File: src/hdl/rqpf_pkg.sv
// Shared types, codes and defaults for the ring queue with push-front.
package rqpf_pkg;

   localparam int DEPTH_DEFAULT     = 64;
   localparam int WORD_BITS_DEFAULT = 32;

   // Operation codes carried in the request kind field
   localparam logic [1:0] KIND_APPEND = 2'd0;
   localparam logic [1:0] KIND_INSERT = 2'd1;
   localparam logic [1:0] KIND_REMOVE = 2'd2;

   // Status codes returned with every response
   localparam logic [1:0] STATUS_OK        = 2'd0;
   localparam logic [1:0] STATUS_OVERFLOW  = 2'd1;
   localparam logic [1:0] STATUS_UNDERFLOW = 2'd2;

   typedef struct packed {
      logic [1:0]  kind;
      logic [31:0] value;
   } req_type;

   typedef struct packed {
      logic [31:0] removed_value;
      logic [1:0]  status;
      logic [6:0]  count;
      logic        is_empty;
   } rsp_type;

   typedef enum logic {
      ST_IDLE,
      ST_READ
   } state_type;

endpackage

File: src/hdl/rqpf_ram.sv
// Generic single-clock RAM, one write port and one registered read port.
module rqpf_ram #(
   parameter int WIDTH = 32,
   parameter int DEPTH = 64
) (
   input  logic                     clock,
   input  logic                     wr_en,
   input  logic [$clog2(DEPTH)-1:0] wr_addr,
   input  logic [WIDTH-1:0]         wr_data,
   input  logic                     rd_en,
   input  logic [$clog2(DEPTH)-1:0] rd_addr,
   output logic [WIDTH-1:0]         rd_data
);

   logic [WIDTH-1:0] mem [DEPTH];
   logic [WIDTH-1:0] rd_data_ff;

   always_ff @(posedge clock) begin
      if (wr_en) begin
         mem[wr_addr] <= wr_data;
      end
      if (rd_en) begin
         rd_data_ff <= mem[rd_addr];
      end
   end

   assign rd_data = rd_data_ff;

endmodule

File: src/hdl/ring_queue_with_push_front.sv
// Top level: circular word queue with tail append, head insert and head remove.
//
//   channel | direction | handshake              | payload
//   --------+-----------+------------------------+----------------------------------
//   req     | in        | req_valid / req_stall  | kind, value
//   rsp     | out       | rsp_valid / rsp_stall  | removed_value, status, count, is_empty
//
// Append, insert and any failed or no-op request: response in the next cycle, one
// transfer per clock unless stalled. Successful remove: slot RAM read, then response register.
// Synchronous reset empties the queue (head and count to zero); the slot RAM is
// not cleared since every slot is written before it is read.
// A waiting response register that is stalled stalls the request side as well;
// a response that is being taken frees the register in the same cycle.
module ring_queue_with_push_front
   import rqpf_pkg::*;
#(
   parameter int DEPTH     = DEPTH_DEFAULT,
   parameter int WORD_BITS = WORD_BITS_DEFAULT
) (
   input  logic    clock,
   input  logic    reset,
   input  logic    req_valid,
   output logic    req_stall,
   input  req_type req_data,
   output logic    rsp_valid,
   input  logic    rsp_stall,
   output rsp_type rsp_data
);

   localparam int AW   = $clog2(DEPTH);      // slot address width
   localparam int CW   = $clog2(DEPTH + 1);  // count width, holds DEPTH itself
   localparam int SW   = AW + 1;             // head + count before wrap
   localparam int OUTW = (WORD_BITS < 32) ? WORD_BITS : 32;

   state_type       state_ff, state_in;
   logic [AW-1:0]   head_ff, head_in;
   logic [CW-1:0]   count_ff, count_in;
   logic            rsp_valid_ff, rsp_valid_in;
   rsp_type         rsp_ff, rsp_in;

   logic                 accept;
   logic                 full, empty;
   logic [SW-1:0]        tail_sum;
   logic [AW-1:0]        tail_addr, head_dec, head_inc;

   logic                 wr_en, rd_en;
   logic [AW-1:0]        wr_addr;
   logic [WORD_BITS-1:0] wr_data, rd_data;

   rqpf_ram #(
      .WIDTH (WORD_BITS),
      .DEPTH (DEPTH)
   ) u_slots (
      .clock   (clock),
      .wr_en   (wr_en),
      .wr_addr (wr_addr),
      .wr_data (wr_data),
      .rd_en   (rd_en),
      .rd_addr (head_ff),
      .rd_data (rd_data)
   );

   // Busy while a remove waits on the RAM, or while the output holds a stalled result
   assign req_stall = (state_ff != ST_IDLE) || (rsp_valid_ff && rsp_stall);
   assign accept    = req_valid && !req_stall;

   assign full  = (count_ff == CW'(DEPTH));
   assign empty = (count_ff == '0);

   // Tail = (head + count) mod DEPTH; sum stays below 2*DEPTH
   assign tail_sum  = SW'(head_ff) + SW'(count_ff);
   assign tail_addr = (tail_sum >= SW'(DEPTH)) ? AW'(tail_sum - SW'(DEPTH)) : AW'(tail_sum);
   assign head_dec  = (head_ff == '0) ? AW'(DEPTH - 1) : head_ff - AW'(1);
   assign head_inc  = (head_ff == AW'(DEPTH - 1)) ? '0 : head_ff + AW'(1);

   assign wr_data = WORD_BITS'(req_data.value);

   always_comb begin
      state_in     = state_ff;
      head_in      = head_ff;
      count_in     = count_ff;
      rsp_valid_in = rsp_valid_ff && rsp_stall;
      rsp_in       = rsp_ff;
      wr_en        = 1'b0;
      wr_addr      = tail_addr;
      rd_en        = 1'b0;

      case (state_ff)
         ST_IDLE: begin
            if (accept) begin
               rsp_in.removed_value = '0;
               rsp_in.status        = STATUS_OK;
               rsp_valid_in         = 1'b1;
               case (req_data.kind)
                  KIND_APPEND: begin
                     if (full) begin
                        rsp_in.status = STATUS_OVERFLOW;
                     end else begin
                        wr_en    = 1'b1;
                        count_in = count_ff + CW'(1);
                     end
                  end
                  KIND_INSERT: begin
                     if (full) begin
                        rsp_in.status = STATUS_OVERFLOW;
                     end else begin
                        wr_en    = 1'b1;
                        wr_addr  = head_dec;
                        head_in  = head_dec;
                        count_in = count_ff + CW'(1);
                     end
                  end
                  KIND_REMOVE: begin
                     if (empty) begin
                        rsp_in.status = STATUS_UNDERFLOW;
                     end else begin
                        // word arrives next cycle; hold the response until then
                        rd_en        = 1'b1;
                        head_in      = head_inc;
                        count_in     = count_ff - CW'(1);
                        rsp_valid_in = 1'b0;
                        state_in     = ST_READ;
                     end
                  end
                  default: begin
                     // undefined kind: no change, ok status
                  end
               endcase
               rsp_in.count    = 7'(count_in);
               rsp_in.is_empty = (count_in == '0);
            end
         end
         ST_READ: begin
            rsp_in.removed_value = 32'(rd_data[OUTW-1:0]);
            rsp_valid_in         = 1'b1;
            state_in             = ST_IDLE;
         end
         default: begin
            state_in = ST_IDLE;
         end
      endcase
   end

   always_ff @(posedge clock) begin
      if (reset) begin
         state_ff     <= ST_IDLE;
         head_ff      <= '0;
         count_ff     <= '0;
         rsp_valid_ff <= 1'b0;
      end else begin
         state_ff     <= state_in;
         head_ff      <= head_in;
         count_ff     <= count_in;
         rsp_valid_ff <= rsp_valid_in;
      end
   end

   always_ff @(posedge clock) begin
      rsp_ff <= rsp_in;
   end

   assign rsp_valid = rsp_valid_ff;
   assign rsp_data  = rsp_ff;

endmodule

File: config.mk
export PLATFORM = sky130hd
export DESIGN_NAME = ring_queue_with_push_front
export DESIGN_NICKNAME = d
export VERILOG_FILES = /design/src/hdl/rqpf_pkg.sv /design/src/hdl/rqpf_ram.sv /design/src/hdl/ring_queue_with_push_front.sv
export SDC_FILE = /design/constraint.sdc
export NUM_CORES = 2
export LEC_CHECK = 0
export ABC_AREA = 1
export BUFFER_PORTS_ARGS = -buffer_cell sky130_fd_sc_hd__buf_2
export CORE_MARGIN = 2
export CORE_UTILIZATION = 30
export CTS_CLUSTER_SIZE = 30
export DETAILED_ROUTE_END_ITERATION = 12
export PLACE_DENSITY_LB_ADDON = 0.05
export SLEW_MARGIN = 20
export SYNTH_ARGS = -nofsm -noshare
export SYNTH_HDL_FRONTEND = slang
export SYNTH_SLANG_ARGS = --single-unit
File: constraint.sdc
create_clock -name clock -period 7.9 [get_ports clock]
set_input_delay 2.37 -clock clock [delete_from_list [all_inputs] [get_ports clock]]
set_output_delay 2.37 -clock clock [all_outputs]
set_load 0.03 [all_outputs]
# Word level (Yosys, flattened, before mapping)
# Memory sizes are Yosys's and may differ from the RTL's. A register that Yosys moved wholly into a read port is not among the register bits.
# Cells that the tools add are included.
[word_totals]
register_bits = 57
word_cells = 71
in_bits = 38
n_memories = 1
output_inout_bits = 44
mem_bits_rw = 2048
[classes]
reduce_logical = 12
muxes = 35
n_eq_ne = 7
n_lt_le_gt_ge = 1
addsub = 6
bitwise_logic = 1
[mem_list]
columns = ["name", "words", "word_bits", "read_ports", "rd_clocked_by_memory_dff", "wr", "line", "rtl"]
rows = [
  ["u_slots.mem", 64, 32, 1, 1, 1, "rqpf_ram.sv:15", "logic [WIDTH-1:0] mem [DEPTH];"],
]
[op_table]
columns = ["cell", "n"]
rows = [
  ["32-bit case mux with 2 select lines", 1],
  ["6-bit two-way mux", 9],
  ["42-bit two-way mux", 1],
  ["7-bit two-way mux", 4],
  ["7-bit zero test", 2],
  ["1-bit two-way mux", 14],
  ["7-bit case mux with 2 select lines", 1],
  ["6-bit case mux with 2 select lines", 1],
  ["6-bit by 1-bit subtractor with 6-bit output, second input constant", 2],
  ["6-bit by 7-bit adder with 7-bit output", 1],
  ["7-bit by 1-bit adder with 7-bit output, second input constant", 1],
  ["7-bit equality test, second input constant", 1],
  ["7-bit greater-or-equal comparator, second input constant", 1],
  ["7-bit by 1-bit subtractor with 7-bit output, second input constant", 1],
  ["6-bit by 1-bit adder with 6-bit output, second input constant", 1],
  ["6-bit equality test, second input constant", 1],
  ["6-bit zero test", 1],
  ["2-bit != test, second input constant", 3],
  ["5-bit AND reduction", 1],
  ["1-bit case mux with 2 select lines", 2],
  ["2-bit case mux with 2 select lines", 1],
  ["2-bit by 1-bit equality test with 1-bit output, second input constant", 1],
  ["2-bit equality test, second input constant", 1],
  ["1-bit logical AND", 2],
  ["other kinds (8)", 8],
]

# Logic depth before layout (Yosys ltp)
[depth]
ltp_word = 9
ltp_mapped = 16

# Hierarchy
# From an unflattened synthesis, not the netlist that was laid out.
[hier_totals]
hier_cells = 7167
hier_area_um2 = 86369.1
[modules_own_cells]
columns = ["mod", "area_each_um2", "n_inst", "cells_per_inst", "seq_area_each_um2"]
rows = [
  ["rqpf_ram", 83058.4, 1, 6769, 62459.9],
  ["ring_queue_with_push_front", 3310.7, 1, 398, 1561.5],
]

# Least setup slack after synthesis
# Ideal clock, no wire load.
[synth_timing]
path_type = "input to register"
start = "input port req_data[33] (netlist bit)"
end = "memory u_slots.mem[13][0] (enable)"
t_arrival_ps = 4971
path_buffers = 1
required_ps = 7479
setup_slack_ps = 2508
cell_stages = 9
setup_ps = 421
path_cell_list = "inv_1 ha_1 or2_2 clkbuf_1 nand2_1 nor2_1 a21boi_4 nand2_2 nor2_1"
[synth_between]
elab_chain_cells = 7
[synth_rtl]
columns = ["item", "line", "rtl"]
rows = [
  ["from (decl)", "ring_queue_with_push_front.sv:24", "input req_type req_data,"],
  ["2-bit by 1-bit equality test with 1-bit output / 2-bit zero test (equally long branches)", "ring_queue_with_push_front.sv:94", "case (req_data.kind)"],
  ["2-bit OR reduction (no line)", "n/a", ""],
  ["1-bit two-way mux", "n/a", ""],
  ["1-bit two-way mux", "ring_queue_with_push_front.sv:90", "if (accept) begin"],
  ["1-bit two-way mux", "ring_queue_with_push_front.sv:88", "case (state_ff)"],
  ["1-bit two-way mux", "rqpf_ram.sv:19", "if (wr_en) begin"],
  ["1-bit two-way mux (implied by the code)", "rqpf_ram.sv:20", "mem[wr_addr] <= wr_data;"],
  ["to (decl)", "rqpf_ram.sv:15", ""],
]
# Parallel ways exist; a longest one is shown, timed or not.

# Final worst setup path
[layout_timing]
start = "input port req_data[33] (netlist bit)"
end = "memory u_slots.mem[53][18] (enable)"
# Same word-level chain as after synthesis.

==> reports/metrics.csv <==
metric,value,unit
r2r_start,head_ff[0],
crit_path_max_incr_delay,0.87,ns
pwr-share-seq,47.7,%
core-area,289000,um^2
final_area,100000,um^2
synthAdderAreaFrac,0.238,%
drt_iter0_markers,5547,
vdd_drop_max,0.169,mV
path_class,input pin to register,
clock-root-buffer,clkbuf_16,
synth_compound_gate_area_share,2.44,%
crit_slowest_cell,nor2_4,
wl,326000,um
syn_avg_cell_area,11.5,um^2
cp-end-kind,register,
hold_path_depth,2,
ios,82,
clock_latency,0.92,ns
required,8.44,ns
ctsResizeCount,0,
hp-class,register to register,
period_share,67.0,%
area_delta_synth_final,14.9,%
syn_area,87200,um^2
die_w,543,um
period_needed,5.29,ns
drv_cap,0,
p_leak,35.6,nW
cts.reportedPaths.clkPinSlew,0.06,ns
rows,197,
worst_hold_startpoint,u_slots.rd_data[27],
clkPwrFrac,40.7,%
tightest_slew,1.11,ns
whs,0.514,ns
drive_above_1_share,8.60,%
r2r_end,u_slots.mem[53][18],
slew_headroom,25.8,%
die_h,543,um
synthFlopType,edfxtp_1,
ys_async_sr_fraction,0,%
synthXorXnorAreaFrac,0.0904,%
switching_share,27.2,%
total_power,26.6,mW
cts_setup_buffers,0,
multiInputGateArea,21000,um^2
power.switching,7.23,mW
fill_cells,28700,
viasPerCell,4.85,
dieArea,295000,um^2
synth_nets,7631,
crit_chain,"buf_2, inv_1, ha_1, or2_2, nand2_1, nor2_1, a21boi_4, nand2_2, nor2_4, buf_4",
final_cell_mix,"nand2_1, edfxtp_1, nand3_1, nor2_1, o21ai_0",
start_kind,input pin,
grt_pass1_wl,451000,um
reg2regPathDepth,9,
rrSetupSlack,3.18,ns
grt_max_degree,166,
hold_buffers,0,
placedInstanceArea,92500,um^2
grt_antenna_before_repair,30,
powerDensity,266,nW/um^2
comb_power_share,11.7,%
hold_violations,0,
initial_utilization,30.2,%
tns,0,ns
worstPathArrival,5.83,ns
rsz0062_at_grt,no,
vias,56800,
critPathMaxFanout,17,
io_buffer_count,81,
htree_num_levels,4,
ant_nets,0,
yosys.area_share.simple,20.7,%
final_util,34.7,%
fmax,189,MHz
finalMaxSlewViolations,0,
setup-violations-final,0,
firstDrtPassIters,6,
cts.sinks,2137,
crit_buf_inv,3,
regArea,64000,um^2
final_common_cell,nand2_1,
synth-seq-cells,2137,
syn_inst,7577,
nets,7681,
cts_buffers,248,
clock_path_buffers,4,
cpLargestDelayFamily,simple AND/OR/NAND/NOR gates,
track_usage,21.7,%
synth-edff-count,2122,
cts_tree,yes,
status,finished clean,
synth_seq_area_share,73.4,%
internal_power,19.4,mW
synth_cell_types,37,
place_hpwl,196000,um
gp_congestion,0.827,
drc_errors,0,
grt_pass1_vias,55100,
synthMuxAreaShare,0,%
grt_overflow_total,0,
wl_per_cell,27.8,um
synth_warnings,0,
min_to,rsp_data[37],
synth_top_family_by_area,simple AND/OR/NAND/NOR gates,
skew,0.0680,ns
[metrics by stage]
step,worst slack [ns],cells
after CTS,2.63,11700
after global placement,1.70,11200
after global routing,2.52,11700
after floorplan,2.51,7577
after detailed placement,1.69,11200
final,2.61,11700
[synth_stat cells, types with 3 or more instances]
cell type	number	area share (%)
nor2_4	3	0.039
ha_1	15	0.22
buf_1	59	0.25
buf_4	37	0.32
inv_2	9	0.039
xor2_1	6	0.060
dfxtp_1	15	0.34
or2_2	3	0.022
inv_1	161	0.69
o21ai_0	351	2.0
nand3_1	1123	6.4
xnor2_1	3	0.030
clkbuf_1	187	0.80
clkinv_1	4	0.017
buf_6	8	0.10
a21oi_1	40	0.23
buf_2	155	0.89
nor3_1	11	0.063
nand2_1	2402	10
o211ai_1	3	0.026
nor2_1	779	3.4
edfxtp_1	2122	73
nand3_2	8	0.092
o21ai_1	24	0.14
nand4_1	24	0.17
nand2_2	14	0.10
[routing by layer]
metal	share of wire [%]	vias to the layer above	global-route usage, %
li1	-	26400	-
met3	5.3	374	2.85
met4	2.8	0	5.85
met2	47	1502	35.1
met5	0	-	0
met1	45	28600	30.7
[registers in the layout, indices dropped and copies added (netlist names)]
| name | count |
|---|---|
| state_ff | 1 |
| u_slots.mem | 2048 |
| u_slots.rd_data | 32 |
| rsp_data | 42 |
| head_ff | 6 |
| count_ff | 7 |
| rsp_valid | 1 |
[worst max path at each step]
stage | startpoint | cells after the start | to | slack (ns)
after floorplan | req_data[33] | 9 | u_slots.mem[13][0] | 2.51
after global placement | req_data[33] | 10 | u_slots.mem[53][30] | 1.70
after detailed placement | req_data[33] | 10 | u_slots.mem[53][1] | 1.69
after CTS | req_data[33] | 10 | u_slots.mem[53][18] | 2.63
after global routing | req_data[33] | 10 | u_slots.mem[53][18] | 2.52
final | req_data[33] | 10 | u_slots.mem[53][18] | 2.61
[power by group through the flow]
stage	clock network [mW]	logic [mW]	registers, mW
6_report	10.8	3.10	12.7
5_1_grt	11.5	3.37	12.7
4_1_cts	11.1	3.17	12.7
3_5_place_dp	0	3.16	12.9
3_3_place_gp	0	3.17	12.9
2_1_floorplan	0	1.60	12.9
[cell type report]
type	instances	area share, %
Antenna cell	16	0.0400
Sequential cell	2137	63.9
Clock buffer	309	6.45
Clock inverter	137	0.974
Timing Repair Buffer	247	2.13
Multi-Input combinational cell	4818	20.9
Inverter	175	0.690
Tap cell	3880	4.85
[worst min-delay path: stages (launching register included)]
cell	delay (ns)
edfxtp_1	0.32
nand2_1	0.05
inv_1	0.04
[cell families (layout without fill, tap and decap cells)]
| kind of cell | count (synthesis) | count (layout) |
|---|---|---|
| and+or+nand+nor | 4372 | 4372 |
| DFF | 2137 | 2137 |
| buffers and inverters | 622 | 868 |
| AOI/OAI and AO/OA | 421 | 421 |
| adders and majority gates | 16 | 16 |
| xor gates and xnor gates | 9 | 9 |
| other | 0 | 16 |
No activity file was read; power rests on OpenSTA's default activity.
